### src/rtl/core/kpdc_pkg.sv
`default_nettype none

package kpdc_pkg;

    // Sizing of the key set and of the millisecond clock.
    localparam int NUM_KEYS  = 7;
    localparam int TIME_BITS = 32;

    // Index width of one key and the fixed widths of the fields.
    localparam int KEY_IDX_W = (NUM_KEYS > 1) ? $clog2(NUM_KEYS) : 1;
    localparam int REPORT_W  = 8;
    localparam int CFG_W     = 16;
    localparam int CFG_IDX_W = 2;
    localparam int KEY_NUM_W = 3;
    localparam int HELD_W    = 32;
    localparam int POS_W     = 4;

    // Hold check: (repeat count + 1) * repeat interval.
    localparam int PROD_W = 2 * CFG_W + 1;
    localparam int CMP_W  = (TIME_BITS > PROD_W) ? TIME_BITS : PROD_W;

    // Command queue between the front and the back.
    localparam int QDEPTH = 4;
    localparam int QPTR_W = $clog2(QDEPTH);
    localparam int QCNT_W = QPTR_W + 1;

    // Register indexes of the configuration port.
    localparam logic [CFG_IDX_W-1:0] REG_SHORT_LIMIT = 2'd0;
    localparam logic [CFG_IDX_W-1:0] REG_HOLD_LIMIT  = 2'd1;
    localparam logic [CFG_IDX_W-1:0] REG_REPEAT      = 2'd2;
    localparam logic [CFG_IDX_W-1:0] REG_SCAN_PERIOD = 2'd3;

    // Reset values of the configuration registers.
    localparam logic [CFG_W-1:0] SHORT_LIMIT_RST = 16'd900;
    localparam logic [CFG_W-1:0] HOLD_LIMIT_RST  = 16'd900;
    localparam logic [CFG_W-1:0] REPEAT_RST      = 16'd1000;
    localparam logic [CFG_W-1:0] SCAN_PERIOD_RST = 16'd100;

    // Input opcodes.
    localparam logic OP_REPORT = 1'b0;
    localparam logic OP_TICK   = 1'b1;

    // Result kinds.
    localparam logic KIND_SHORT = 1'b0;
    localparam logic KIND_HOLD  = 1'b1;

    typedef enum logic [1:0] {
        CMD_PRESS,
        CMD_RELEASE,
        CMD_SCAN
    } cmd_kind_t;

    typedef struct packed {
        cmd_kind_t             kind;
        logic [KEY_IDX_W-1:0]  key;
        logic [TIME_BITS-1:0]  stamp;
    } cmd_t;

    typedef struct packed {
        logic [CFG_W-1:0] short_limit;
        logic [CFG_W-1:0] hold_limit;
        logic [CFG_W-1:0] repeat_ms;
        logic [CFG_W-1:0] scan_period;
    } cfg_t;

    typedef struct packed {
        logic                 kind;
        logic [KEY_NUM_W-1:0] key_num;
        logic [HELD_W-1:0]    held;
    } result_t;

    typedef enum logic [1:0] {
        BK_IDLE,
        BK_SWEEP,
        BK_FLUSH
    } back_state_t;

    // Position of the lowest set bit of a report.
    function automatic logic [POS_W-1:0] lowest_bit(input logic [REPORT_W-1:0] ks);
        logic [POS_W-1:0] pos;
        pos = POS_W'(REPORT_W);
        for (int i = REPORT_W - 1; i >= 0; i--) begin
            if (ks[i]) begin
                pos = POS_W'(i);
            end
        end
        return pos;
    endfunction

endpackage

`default_nettype wire

### src/rtl/core/kpdc_if.sv
`default_nettype none

// Channel of key-state reports and millisecond ticks.
interface kpdc_in_if
    import kpdc_pkg::*;
    ();
    logic                valid;
    logic                ready;
    logic                opcode;
    logic [REPORT_W-1:0] key_bits;

    modport source (output valid, output opcode, output key_bits, input ready);
    modport sink (input valid, input opcode, input key_bits, output ready);
endinterface

// Channel of press results.
interface kpdc_out_if
    import kpdc_pkg::*;
    ();
    logic                 valid;
    logic                 ready;
    logic                 event_kind;
    logic [KEY_NUM_W-1:0] key_index;
    logic [HELD_W-1:0]    held_ms;
    logic                 last;

    modport source (output valid, output event_kind, output key_index, output held_ms,
                    output last, input ready);
    modport sink (input valid, input event_kind, input key_index, input held_ms,
                  input last, output ready);
endinterface

`default_nettype wire

### src/rtl/core/kpdc_cmd_queue.sv
`default_nettype none

module kpdc_cmd_queue
    import kpdc_pkg::*;
(
    input  wire logic clk,
    input  wire logic rst_n,
    input  wire logic push,
    input  wire cmd_t push_cmd,
    output logic      full,
    input  wire logic pop,
    output logic      head_valid,
    output cmd_t      head_cmd
);

    cmd_t              mem [QDEPTH];
    logic [QPTR_W-1:0] wr_ptr_reg;
    logic [QPTR_W-1:0] rd_ptr_reg;
    logic [QCNT_W-1:0] cnt_reg;
    logic              do_push;
    logic              do_pop;

    assign full       = (cnt_reg == QCNT_W'(QDEPTH));
    assign head_valid = (cnt_reg != '0);
    assign head_cmd   = mem[rd_ptr_reg];
    assign do_push    = push && !full;
    assign do_pop     = pop && head_valid;

    // Storage of the queued commands.
    always_ff @(posedge clk) begin
        if (do_push) begin
            mem[wr_ptr_reg] <= push_cmd;
        end
    end

    // Pointers and fill count.
    always_ff @(posedge clk or negedge rst_n) begin
        if (!rst_n) begin
            wr_ptr_reg <= '0;
            rd_ptr_reg <= '0;
            cnt_reg    <= '0;
        end
        else begin
            if (do_push) begin
                wr_ptr_reg <= wr_ptr_reg + QPTR_W'(1);
            end
            if (do_pop) begin
                rd_ptr_reg <= rd_ptr_reg + QPTR_W'(1);
            end
            if (do_push && !do_pop) begin
                cnt_reg <= cnt_reg + QCNT_W'(1);
            end
            else if (do_pop && !do_push) begin
                cnt_reg <= cnt_reg - QCNT_W'(1);
            end
        end
    end

endmodule

`default_nettype wire

### src/rtl/core/kpdc_front.sv
`default_nettype none

module kpdc_front
    import kpdc_pkg::*;
(
    input  wire logic        clk,
    input  wire logic        rst_n,
    kpdc_in_if.sink          report,
    input  wire cfg_t        cfg,
    input  wire logic        q_full,
    output logic             q_push,
    output cmd_t             q_cmd
);

    logic [TIME_BITS-1:0] now_reg;
    logic [TIME_BITS-1:0] now_next;
    logic [CFG_W-1:0]     scan_cnt_reg;
    logic [CFG_W-1:0]     scan_cnt_next;
    logic [REPORT_W-1:0]  prev_reg;
    logic [REPORT_W-1:0]  prev_next;
    logic [CFG_W-1:0]     period;
    logic [CFG_W-1:0]     scan_inc;
    logic [POS_W-1:0]     pos;
    logic                 accept;
    logic                 onehot;

    assign report.ready = !q_full;
    assign accept       = report.valid && !q_full;

    assign period   = (cfg.scan_period == '0) ? CFG_W'(1) : cfg.scan_period;
    assign scan_inc = scan_cnt_reg + CFG_W'(1);
    assign pos      = lowest_bit(report.key_bits);
    assign onehot   = (report.key_bits != '0)
                   && ((report.key_bits & (report.key_bits - REPORT_W'(1))) == '0);

    // Classify an accepted item into a command for the back part.
    always_comb begin
        now_next      = now_reg;
        scan_cnt_next = scan_cnt_reg;
        prev_next     = prev_reg;
        q_push        = 1'b0;
        q_cmd.kind    = CMD_PRESS;
        q_cmd.key     = KEY_IDX_W'(pos);
        q_cmd.stamp   = now_reg;
        if (accept) begin
            if (report.opcode == OP_TICK) begin
                now_next = now_reg + TIME_BITS'(1);
                if (scan_inc >= period) begin
                    scan_cnt_next = '0;
                    q_push        = 1'b1;
                    q_cmd.kind    = CMD_SCAN;
                    q_cmd.stamp   = now_next;
                end
                else begin
                    scan_cnt_next = scan_inc;
                end
            end
            else if (report.key_bits != prev_reg) begin
                prev_next = report.key_bits;
                if (report.key_bits == '0) begin
                    q_push     = 1'b1;
                    q_cmd.kind = CMD_RELEASE;
                end
                else if (onehot && (pos < POS_W'(NUM_KEYS))) begin
                    q_push     = 1'b1;
                    q_cmd.kind = CMD_PRESS;
                end
            end
        end
    end

    // Millisecond clock, scan divider and last report.
    always_ff @(posedge clk or negedge rst_n) begin
        if (!rst_n) begin
            now_reg      <= '0;
            scan_cnt_reg <= '0;
            prev_reg     <= '0;
        end
        else begin
            now_reg      <= now_next;
            scan_cnt_reg <= scan_cnt_next;
            prev_reg     <= prev_next;
        end
    end

endmodule

`default_nettype wire

### src/rtl/core/kpdc_back.sv
`default_nettype none

module kpdc_back
    import kpdc_pkg::*;
(
    input  wire logic        clk,
    input  wire logic        rst_n,
    input  wire cfg_t        cfg,
    input  wire logic        q_valid,
    input  wire cmd_t        q_cmd,
    output logic             q_pop,
    kpdc_out_if.source       result
);

    back_state_t          state_reg;
    back_state_t          state_next;
    cmd_t                 cmd_reg;
    logic [KEY_IDX_W-1:0] k_reg;
    logic [NUM_KEYS-1:0]  down_valid_reg;
    logic [TIME_BITS-1:0] down_time_reg [NUM_KEYS];
    logic [CFG_W-1:0]     rep_cnt_reg [NUM_KEYS];
    logic                 pend_valid_reg;
    result_t              pend_reg;
    logic                 out_valid_reg;
    result_t              out_reg;
    logic                 out_last_reg;

    logic [TIME_BITS-1:0] diff;
    logic [CFG_W-1:0]     rc;
    logic [CFG_W-1:0]     per;
    logic [CFG_W:0]       rc_inc;
    logic [PROD_W-1:0]    prod;
    logic                 rel_hit;
    logic                 scan_hit;
    logic                 hit;
    logic                 out_free;
    logic                 step;
    logic                 last_key;
    logic                 flush_push;
    logic                 flush_done;
    logic                 take;
    logic                 take_press;
    logic                 take_sweep;
    logic                 push_out;
    logic                 push_last;
    logic [KEY_IDX_W:0]   key_num;
    result_t              found;

    // Evaluation of the key under the sweep index.
    assign diff   = cmd_reg.stamp - down_time_reg[k_reg];
    assign rc     = rep_cnt_reg[k_reg];
    assign per    = (cfg.repeat_ms == '0) ? CFG_W'(1) : cfg.repeat_ms;
    assign rc_inc = {1'b0, rc} + (CFG_W + 1)'(1);
    assign prod   = PROD_W'(rc_inc) * PROD_W'(per);

    assign rel_hit  = down_valid_reg[k_reg] && (diff != '0)
                   && (diff < TIME_BITS'(cfg.short_limit));
    assign scan_hit = down_valid_reg[k_reg] && (diff > TIME_BITS'(cfg.hold_limit))
                   && (CMP_W'(prod) <= CMP_W'(diff)) && (rc != '1);
    assign hit      = (state_reg == BK_SWEEP)
                   && ((cmd_reg.kind == CMD_RELEASE) ? rel_hit : scan_hit);

    assign key_num       = {1'b0, k_reg} + (KEY_IDX_W + 1)'(1);
    assign found.kind    = (cmd_reg.kind == CMD_RELEASE) ? KIND_SHORT : KIND_HOLD;
    assign found.key_num = KEY_NUM_W'(key_num);
    assign found.held    = HELD_W'(diff);

    assign out_free = !out_valid_reg || result.ready;
    assign last_key = (k_reg == KEY_IDX_W'(NUM_KEYS - 1));

    // Control of the sweep, the flush and the command intake.
    always_comb begin
        step       = 1'b0;
        flush_push = 1'b0;
        flush_done = 1'b0;
        unique case (state_reg)
            BK_IDLE: begin
            end
            BK_SWEEP: begin
                step = !(hit && pend_valid_reg && !out_free);
            end
            BK_FLUSH: begin
                flush_push = pend_valid_reg && out_free;
                flush_done = !pend_valid_reg || out_free;
            end
            default: begin
            end
        endcase
        take       = q_valid && ((state_reg == BK_IDLE) || flush_done);
        take_press = take && (q_cmd.kind == CMD_PRESS);
        take_sweep = take && (q_cmd.kind != CMD_PRESS);
        q_pop      = take;
        push_out   = (step && hit && pend_valid_reg) || flush_push;
        push_last  = flush_push;
    end

    // Next state.
    always_comb begin
        state_next = state_reg;
        unique case (state_reg)
            BK_IDLE: begin
                if (take_sweep) begin
                    state_next = BK_SWEEP;
                end
            end
            BK_SWEEP: begin
                if (step && last_key) begin
                    state_next = BK_FLUSH;
                end
            end
            BK_FLUSH: begin
                if (flush_done) begin
                    state_next = take_sweep ? BK_SWEEP : BK_IDLE;
                end
            end
            default: begin
                state_next = BK_IDLE;
            end
        endcase
    end

    // State, sweep index and handshake registers.
    always_ff @(posedge clk or negedge rst_n) begin
        if (!rst_n) begin
            state_reg      <= BK_IDLE;
            k_reg          <= '0;
            pend_valid_reg <= 1'b0;
            out_valid_reg  <= 1'b0;
        end
        else begin
            state_reg <= state_next;
            if (take_sweep) begin
                k_reg <= '0;
            end
            else if (step) begin
                k_reg <= k_reg + KEY_IDX_W'(1);
            end
            if (step && hit) begin
                pend_valid_reg <= 1'b1;
            end
            else if (flush_push) begin
                pend_valid_reg <= 1'b0;
            end
            if (push_out) begin
                out_valid_reg <= 1'b1;
            end
            else if (result.ready) begin
                out_valid_reg <= 1'b0;
            end
        end
    end

    // Per-key flags and repeat counts.
    always_ff @(posedge clk or negedge rst_n) begin
        if (!rst_n) begin
            down_valid_reg <= '0;
            for (int i = 0; i < NUM_KEYS; i++) begin
                rep_cnt_reg[i] <= '0;
            end
        end
        else begin
            if (take_press && !down_valid_reg[q_cmd.key]) begin
                down_valid_reg[q_cmd.key] <= 1'b1;
            end
            if (step && (cmd_reg.kind == CMD_RELEASE) && down_valid_reg[k_reg]) begin
                down_valid_reg[k_reg] <= 1'b0;
                rep_cnt_reg[k_reg]    <= '0;
            end
            else if (step && hit) begin
                rep_cnt_reg[k_reg] <= rc + CFG_W'(1);
            end
        end
    end

    // Press times, current command and result payloads.
    always_ff @(posedge clk) begin
        if (take_press && !down_valid_reg[q_cmd.key]) begin
            down_time_reg[q_cmd.key] <= q_cmd.stamp;
        end
        if (take_sweep) begin
            cmd_reg <= q_cmd;
        end
        if (step && hit) begin
            pend_reg <= found;
        end
        if (push_out) begin
            out_reg      <= pend_reg;
            out_last_reg <= push_last;
        end
    end

    assign result.valid      = out_valid_reg;
    assign result.event_kind = out_reg.kind;
    assign result.key_index  = out_reg.key_num;
    assign result.held_ms    = out_reg.held;
    assign result.last       = out_last_reg;

endmodule

`default_nettype wire

### src/rtl/core/key_press_duration_classifier_core.sv
`default_nettype none

// Key press duration classifier.
// The report channel carries key-state reports (opcode 0) and millisecond
// ticks (opcode 1); a transfer takes place when valid and ready are both high.
// The result channel carries short-press and hold-repeat results, lowest key
// first, with last set on the final result caused by one report or tick.
// The front part takes one transfer per cycle while its four-entry command
// queue has room, and turns presses, releases and hold scans into commands.
// A press command is taken from the queue and marks its key down unless it
// is down already. A release or a hold scan leaves the queue and sweeps the
// seven keys one per cycle while no result is held up; its flush overlaps
// the intake of the next command, so a new sweep starts as the last one
// flushes. Each result passes through a pending register and then the
// output register before it becomes valid.
// A result waits in the output register while the receiver stalls; the sweep
// halts only when a second result is ready and the output is still full, and
// the front keeps accepting until the queue fills.
// The configuration port writes one register per cycle with cfg_we high.
// Reset clears the clock, the scan divider, the last report, all keys and
// the queue, and restores the register defaults (900, 900, 1000, 100).
module key_press_duration_classifier_core
    import kpdc_pkg::*;
(
    input  wire logic                 clk,
    input  wire logic                 rst_n,
    kpdc_in_if.sink                   report,
    kpdc_out_if.source                result,
    input  wire logic                 cfg_we,
    input  wire logic [CFG_IDX_W-1:0] cfg_index,
    input  wire logic [CFG_W-1:0]     cfg_wdata
);

    cfg_t cfg_reg;
    logic q_full;
    logic q_push;
    cmd_t q_push_cmd;
    logic q_pop;
    logic q_head_valid;
    cmd_t q_head_cmd;

    // Configuration registers.
    always_ff @(posedge clk or negedge rst_n) begin
        if (!rst_n) begin
            cfg_reg.short_limit <= SHORT_LIMIT_RST;
            cfg_reg.hold_limit  <= HOLD_LIMIT_RST;
            cfg_reg.repeat_ms   <= REPEAT_RST;
            cfg_reg.scan_period <= SCAN_PERIOD_RST;
        end
        else if (cfg_we) begin
            unique case (cfg_index)
                REG_SHORT_LIMIT: cfg_reg.short_limit <= cfg_wdata;
                REG_HOLD_LIMIT:  cfg_reg.hold_limit  <= cfg_wdata;
                REG_REPEAT:      cfg_reg.repeat_ms   <= cfg_wdata;
                REG_SCAN_PERIOD: cfg_reg.scan_period <= cfg_wdata;
                default: begin
                end
            endcase
        end
    end

    // Front part: clock, divider and classification of items.
    kpdc_front u_front (
        .clk    (clk),
        .rst_n  (rst_n),
        .report (report),
        .cfg    (cfg_reg),
        .q_full (q_full),
        .q_push (q_push),
        .q_cmd  (q_push_cmd)
    );

    // Command queue between the two parts.
    kpdc_cmd_queue u_queue (
        .clk        (clk),
        .rst_n      (rst_n),
        .push       (q_push),
        .push_cmd   (q_push_cmd),
        .full       (q_full),
        .pop        (q_pop),
        .head_valid (q_head_valid),
        .head_cmd   (q_head_cmd)
    );

    // Back part: key table and result sweeps.
    kpdc_back u_back (
        .clk     (clk),
        .rst_n   (rst_n),
        .cfg     (cfg_reg),
        .q_valid (q_head_valid),
        .q_cmd   (q_head_cmd),
        .q_pop   (q_pop),
        .result  (result)
    );

endmodule

`default_nettype wire

### src/flat_wrapper.sv
// flat-port wrapper written by rule: the top's interface ports become plain ports
module key_press_duration_classifier_core_flat import kpdc_pkg::*;
  (clk, rst_n, cfg_we, cfg_index, cfg_wdata, report_valid, report_opcode, report_key_bits, report_ready, result_valid, result_event_kind, result_key_index, result_held_ms, result_last, result_ready);
  kpdc_in_if report_i ();
  kpdc_out_if result_i ();
  input  wire logic clk;
  input  wire logic rst_n;
  input  wire logic cfg_we;
  input  wire logic [CFG_IDX_W-1:0] cfg_index;
  input  wire logic [CFG_W-1:0] cfg_wdata;
  input wire logic [$bits(report_i.valid)-1:0] report_valid;
  input wire logic [$bits(report_i.opcode)-1:0] report_opcode;
  input wire logic [$bits(report_i.key_bits)-1:0] report_key_bits;
  output wire logic [$bits(report_i.ready)-1:0] report_ready;
  output wire logic [$bits(result_i.valid)-1:0] result_valid;
  output wire logic [$bits(result_i.event_kind)-1:0] result_event_kind;
  output wire logic [$bits(result_i.key_index)-1:0] result_key_index;
  output wire logic [$bits(result_i.held_ms)-1:0] result_held_ms;
  output wire logic [$bits(result_i.last)-1:0] result_last;
  input wire logic [$bits(result_i.ready)-1:0] result_ready;
  assign report_i.valid = report_valid;
  assign report_i.opcode = report_opcode;
  assign report_i.key_bits = report_key_bits;
  assign report_ready = report_i.ready;
  assign result_valid = result_i.valid;
  assign result_event_kind = result_i.event_kind;
  assign result_key_index = result_i.key_index;
  assign result_held_ms = result_i.held_ms;
  assign result_last = result_i.last;
  assign result_i.ready = result_ready;
  key_press_duration_classifier_core u_core (.clk(clk), .rst_n(rst_n), .report(report_i), .result(result_i), .cfg_we(cfg_we), .cfg_index(cfg_index), .cfg_wdata(cfg_wdata));
endmodule
### config.mk
export PLATFORM = sky130hd
export DESIGN_NAME = key_press_duration_classifier_core_flat
export DESIGN_NICKNAME = d
export VERILOG_FILES = /design/src/rtl/core/kpdc_pkg.sv /design/src/rtl/core/kpdc_if.sv /design/src/rtl/core/kpdc_cmd_queue.sv /design/src/rtl/core/kpdc_front.sv /design/src/rtl/core/kpdc_back.sv /design/src/rtl/core/key_press_duration_classifier_core.sv /design/src/flat_wrapper.sv
export SDC_FILE = /design/constraint.sdc
export NUM_CORES = 2
export LEC_CHECK = 0
export BUFFER_PORTS_ARGS = -buffer_cell sky130_fd_sc_hd__buf_4
export CORE_AREA = 4 4 316 318
export DETAILED_ROUTE_END_ITERATION = 10
export DIE_AREA = 0 0 320 322
export GPL_ROUTABILITY_DRIVEN = 1
export GPL_TIMING_DRIVEN = 0
export PLACE_DENSITY = 0.59
export SYNTH_ARGS = -nofsm -noshare
export SYNTH_HDL_FRONTEND = slang
export SYNTH_SLANG_ARGS = --single-unit
### constraint.sdc
create_clock -name clk -period 40.9 [get_ports clk]
set_input_delay 8.18 -clock clk [delete_from_list [all_inputs] [get_ports clk]]
set_output_delay 8.18 -clock clk [all_outputs]
set_load 0.03 [all_outputs]
# == Yosys cells after proc, flatten, opt, wreduce, memory -nomap -nowiden ==
# Memories as Yosys holds them, arrays and structs flattened.
# Cells that the tools add are included.
# totals
regBits,360
latchBits,0
ram_bits,372
romBits,0
elab_cells,206
n_memories,2
# mem_list
memory,depth,word_bits,rd,rd_ports_with_merged_regs,wr,line,rtl
u_core.u_back.down_time_reg,7,32,1,0,1,kpdc_back.sv:20,logic [TIME_BITS-1:0] down_time_reg [NUM_KEYS];
u_core.u_queue.mem,4,37,1,0,1,kpdc_cmd_queue.sv:16,cmd_t mem [QDEPTH];
# classes
add_sub_neg,12
mul,1
div_mod_pow,0
order_cmp,11
n_eq_ne,13
shift,0
mux,65
n_bitwise,8
n_reduce_logical,63
# op_table
cell,count
$mux W112,2
$and A112 B112 Y112,1
$bwmux W112,1
$not A112 Y112,1
$mux W16,6
$mux W32,3
$bmux W16 S3,1
$demux W16 S3,1
$le A33 B32 Y1,1
$mul A17 B16 Y33,1
$add A16 B1 Y16 const B,2
$add A32 B1 Y32 const B,1
$gt A32 B16 Y1,1
$logic_not A16 Y1,2
$lt A32 B16 Y1,1
$mux W4,8
$reduce_bool A32 Y1,1
$sub A32 B32 Y32,1
$logic_and A1 B1 Y1,28
$mux W1,26
$add A16 B1 Y17 const B,1
$ge A16 B16 Y1,1
$logic_not A8 Y1,2
$ne A16 B16 Y1 const B,1
35 further kinds,79

# == Depth between registers and ports, before layout ==
# depth
ltp_word,20
depth_mapped,54
ltp_nobuf,47

# == Hierarchy ==
# From an unflattened synthesis, not the netlist that was laid out.
# hier_totals
cells_unflattened,3859
hier_area_um2,44592.8
# modules_own_cells
module,n_inst,cells_each,area_per_inst_um2,seq_area_each_um2
kpdc_back,1,3075,32578.7,13092.6
kpdc_cmd_queue,1,228,5745.5,4619.4
kpdc_front,1,420,3836.2,1401.3
key_press_duration_classifier_core,1,136,2432.3,1622.8

# == Worst setup path after synthesis ==
# OpenSTA, ideal clock, no wires.
# synth_timing
kind,reg-to-reg
from,register u_core.u_back.k_reg[2]
to,"register u_core.u_back.out_reg, in the netlist u_core.u_back.result.event_kind (enable)"
setup_time_ps,488
t_arrival_ps,12906
required_ps,40412
setup_slack_ps,27507
path_stages_with_launch,50
cell_sequence,dfrtp_1 > buf_6 > buf_6 > buf_6 > buf_6 > mux2i_1 > nor2_1 > a311oi_1 > nor2_1 > a221oi_1 > inv_1 > ha_1 > nand2b_1 > or3_1 > clkbuf_1 > nand2b_1 > xor2_1 > clkbuf_1 > (+14 left out) > nor2_1 > a311oi_1 > o21ai_0 > a21oi_1 > o21bai_1 > a21oi_1 > xnor2_1 > ha_1 > a21oi_1 > nor2b_1 > a2111oi_0 > o211ai_1 > a211oi_1 > o21ai_0 > nor4_2 > o21a_1 > a21oi_1 > a211oi_1
# synth_between
elab_chain_len,18
elab_cells_between_ends,29
cone_classes,add/sub (2); mul (1); order compare (3); eq/ne (1); mux (7); bitwise (1); reduce/logical (13); memory (1)
# synth_rtl
element,line,rtl
"start, declared",kpdc_back.sv:18,logic [KEY_IDX_W-1:0] k_reg;
"start signal, assigned",kpdc_back.sv:136,k_reg <= k_reg + KEY_IDX_W'(1);
$not A3 Y4 (not written as such),kpdc_back.sv:51,assign rc = rep_cnt_reg[k_reg];
$bmux W16 S3,kpdc_back.sv:51,
$mux W16 (not written as such) (2 in a row),kpdc_back.sv:51,
$add A16 B1 Y17,kpdc_back.sv:53,"assign rc_inc = {1'b0, rc} + (CFG_W + 1)'(1);"
$mul A17 B16 Y33,kpdc_back.sv:54,assign prod = PROD_W'(rc_inc) * PROD_W'(per);
$le A33 B32 Y1,kpdc_back.sv:59,&& (CMP_W'(prod) <= CMP_W'(diff)) && (rc != '1);
$logic_and A1 B1 Y1 (2 in a row),kpdc_back.sv:59,
$mux W1 (*),kpdc_back.sv:61,&& ((cmd_reg.kind == CMD_RELEASE) ? rel_hit : scan_hit);
$logic_and A1 B1 Y1 (*),kpdc_back.sv:61,
$logic_and A1 B1 Y1 (2 in a row),kpdc_back.sv:80,step = !(hit && pend_valid_reg && !out_free);
$logic_not A1 Y1,kpdc_back.sv:80,
$mux W1,kpdc_back.sv:76,unique case (state_reg)
$logic_and A1 B1 Y1 (*) (2 in a row),kpdc_back.sv:93,push_out = (step && hit && pend_valid_reg) || flush_push;
$logic_or A1 B1 Y1 (*),kpdc_back.sv:93,
via u_core.u_back.push_out,kpdc_back.sv:44,logic push_out;
"end signal, assigned",kpdc_back.sv:187,out_reg <= pend_reg;
"end, declared",kpdc_back.sv:25,result_t out_reg;
# Mark *: on every way through the listed nets, which the timed path passes. The rest lies on a longest branch. The select of a mux whose other input is x is not followed.
# A chain may end at the register's enable or synchronous reset.

# == Worst setup path after layout ==
# layout_timing
from,register u_core.u_back.k_reg[0]
to,"register u_core.u_back.out_reg, in the netlist u_core.u_back.result.held_ms[22] (enable)"
# The elaborated chain is that of the path after synthesis.

==> results.json <==
{
  "status": "finished clean",
  "dr_total_vias": 30283,
  "routed_wl_mm": 125,
  "cts.path.max_buffers": 3,
  "wl_per_cell_um": 23.2,
  "period_share_pct": 35.9,
  "cts-htree-levels": 3,
  "dieHeight_um": 322,
  "layout_commonest_cell": "inv_1",
  "route.antenna.remaining_nets": 0,
  "grt_pass1_wl_mm": 189,
  "die_area_um2": 103000,
  "synth_cell_type_count": 99,
  "maxCapViolations": 0,
  "fin_nets": 4503,
  "cts_made_buffers": 77,
  "final-hold-violation-count": 0,
  "first_pass_iters": 6,
  "route.detailed.drc": 0,
  "synth_edf_count": 479,
  "grt_max_degree": 115,
  "multi_input_area_um2": 20200,
  "slowest_stage": "clkbuf_1",
  "syn_avg_cell_area_um2": 11.2,
  "cp.arrival_ns": 15.01,
  "fp.dieW_um": 320,
  "cts_tree": "built",
  "worstSetupStartpointType": "register",
  "fin_skew_ns": 0.0365,
  "fillers": 8634,
  "fin_crit_ns": 14.67,
  "ctsRootBufferMaster": "clkbuf_16",
  "synthArstFlopShare_pct": 34.6,
  "timing.slew.headroom_pct": 4.81,
  "clk_pin_slew_ns": 0.06,
  "crit_top_cell": "fa_1",
  "crit_path_max_fanout": 15,
  "gp_congestion": 0.905,
  "core_um2": 96600,
  "drive_above_1_share_pct": 10.9,
  "fmax_ghz": 0.0682,
  "setup_viol": 0,
  "cp_slowest_stage_delay_ns": 0.85,
  "crit_required_ns": 41.24,
  "ys_seq_area_share_pct": 47.7,
  "dp.final_hpwl_mm": 92.3,
  "ctsHoldBuffers": 0,
  "antenna_found_initial": 3,
  "via_per_inst": 5.63,
  "cts_sinks": 732,
  "syn-num-nets": 4335,
  "worst_pin_slew_ns": 1.42,
  "layout_common_cells": "481 x inv_1, 479 x edfxtp_1, 398 x nand2_1, 236 x dfrtp_1, 225 x ha_1",
  "grt_pass1_vias": 29898,
  "synth_ff_type": "edfxtp_1",
  "ctsResizeCount": 0,
  "numPortBuffers": 67,
  "rows": 114,
  "ff_latch_area_um2": 20700,
  "hold_path_class": "register to register",
  "finalMaxSlewViolations": 0,
  "endpoint_kind": "register",
  "postSynthCellCount": 3868,
  "grt_use_total_pct": 24.2,
  "critPathKind": "register to register",
  "post_cts_buffers": 0,
  "overflow": 0,
  "first_iter_violations": 2777,
  "finalSetupTns_ns": 0,
  "ys_seq_elements": 732,
  "synth_area_um2": 43500,
  "initial_core_util_pct": 45.0,
  "area_delta_synth_final_pct": 11.7,
  "regToRegSetupSlack_ns": 26.23,
  "largest_register_ffs": 224,
  "ys_warn_count": 0,
  "insertion_delay_ns": 0.65,
  "rsz0062_at_grt": "false",
  "io_pins": 71
}
[final timing paths]
kind                                             from                                end  cells past startpoint
setup / recovery               u_core.u_back.k_reg[0]   u_core.u_back.result.held_ms[22]                     48
hold / removal             u_core.u_back.pend_reg[32]  u_core.u_back.result.key_index[0]                      0
setup reg to reg               u_core.u_back.k_reg[0]   u_core.u_back.result.held_ms[22]                     48
hold reg to reg            u_core.u_back.pend_reg[32]  u_core.u_back.result.key_index[0]                      0
max in group asynchronous                       rst_n          u_core.u_front.now_reg[6]                      3
min in group asynchronous                       rst_n       u_core.u_back.rep_cnt_reg[6]                      1
[critical path: cells and delay by family, from the launching register on]
family	cells	cell delay, ns
compound gates	18	4.76
fa+ha+maj	9	4.04
buf+inv	10	2.62
simple gates	9	1.86
xor+xnor	2	0.54
flops	1	0.48
[cells in the mapped netlist, drive strengths merged, types with 14 or more instances]
cell	n	area share (%)
inv	482	4.2
edfxtp	479	33
nand2	398	3.4
dfrtp	236	14
o21ai	227	2.6
ha	225	6.5
nor2	214	1.9
fa	210	9.7
clkbuf	129	1.1
a21oi	125	1.5
and2	124	1.8
xnor2	108	2.2
a31oi	99	1.4
mux2	62	1.6
nand3	62	0.71
a22oi	60	1.0
buf	56	0.83
mux2i	48	1.1
xor2	46	0.94
a21o	45	0.78
mux4	44	2.3
nor3	38	0.50
o211ai	29	0.71
nand4	27	0.39
and3	25	0.36
nand2b	24	0.35
nor4	21	0.41
a221oi	19	0.43
dfstp	17	1.0
nor2b	16	0.25
o21a	15	0.26
or3	14	0.22
[cell type report]
cell class	instances	share of cell area [%]
buffer	185	1.74
antenna	1	0.00515
clock inverter	47	0.982
timing repair buffer	89	1.90
multi-input combinational	2469	41.5
inverter	482	3.73
sequential	732	42.7
clock buffer	94	4.16
tap	1276	3.29
[metal layers]
metal | GRT usage (%) | routed length [µm]
met1 | 33.7 | 53500
met2 | 39.3 | 58200
met3 | 3.85 | 8800
met4 | 7.63 | 4220
met5 | 0 | 0
[kinds of logic after synthesis]
| logic type | after synthesis | synth area share, % |
|---|---|---|
| and+or+nand+nor | 990 | 10.7 |
| adders and majority gates | 436 | 16.2 |
| buffers and inverters | 667 | 6.10 |
| xor gates and xnor gates | 154 | 3.16 |
| muxes | 154 | 5.01 |
| AOI/OAI and AO/OA | 735 | 11.1 |
| DFF | 732 | 47.7 |
[per-stage QoR]
| stage | setup WS, ns | std cells | utilization (%) | hold WS, ns | cell area (µm²) |
|---|---|---|---|---|---|
| floorplan | 27.51 | 3868 | - | 0.400 | 43500 |
| global placement | 22.84 | 5211 | 47.2 | 0.404 | 45600 |
| detailed placement | 26.41 | 5233 | 47.7 | 0.405 | 46100 |
| CTS | 26.35 | 5374 | 50.3 | 0.417 | 48600 |
| global route | 25.28 | 5374 | 50.3 | 0.419 | 48600 |
| finish | 26.23 | 5375 | 50.3 | 0.416 | 48600 |
Power is not shown: default switching activity piles up to over one toggle a cycle in this logic, so the estimate is an artifact.
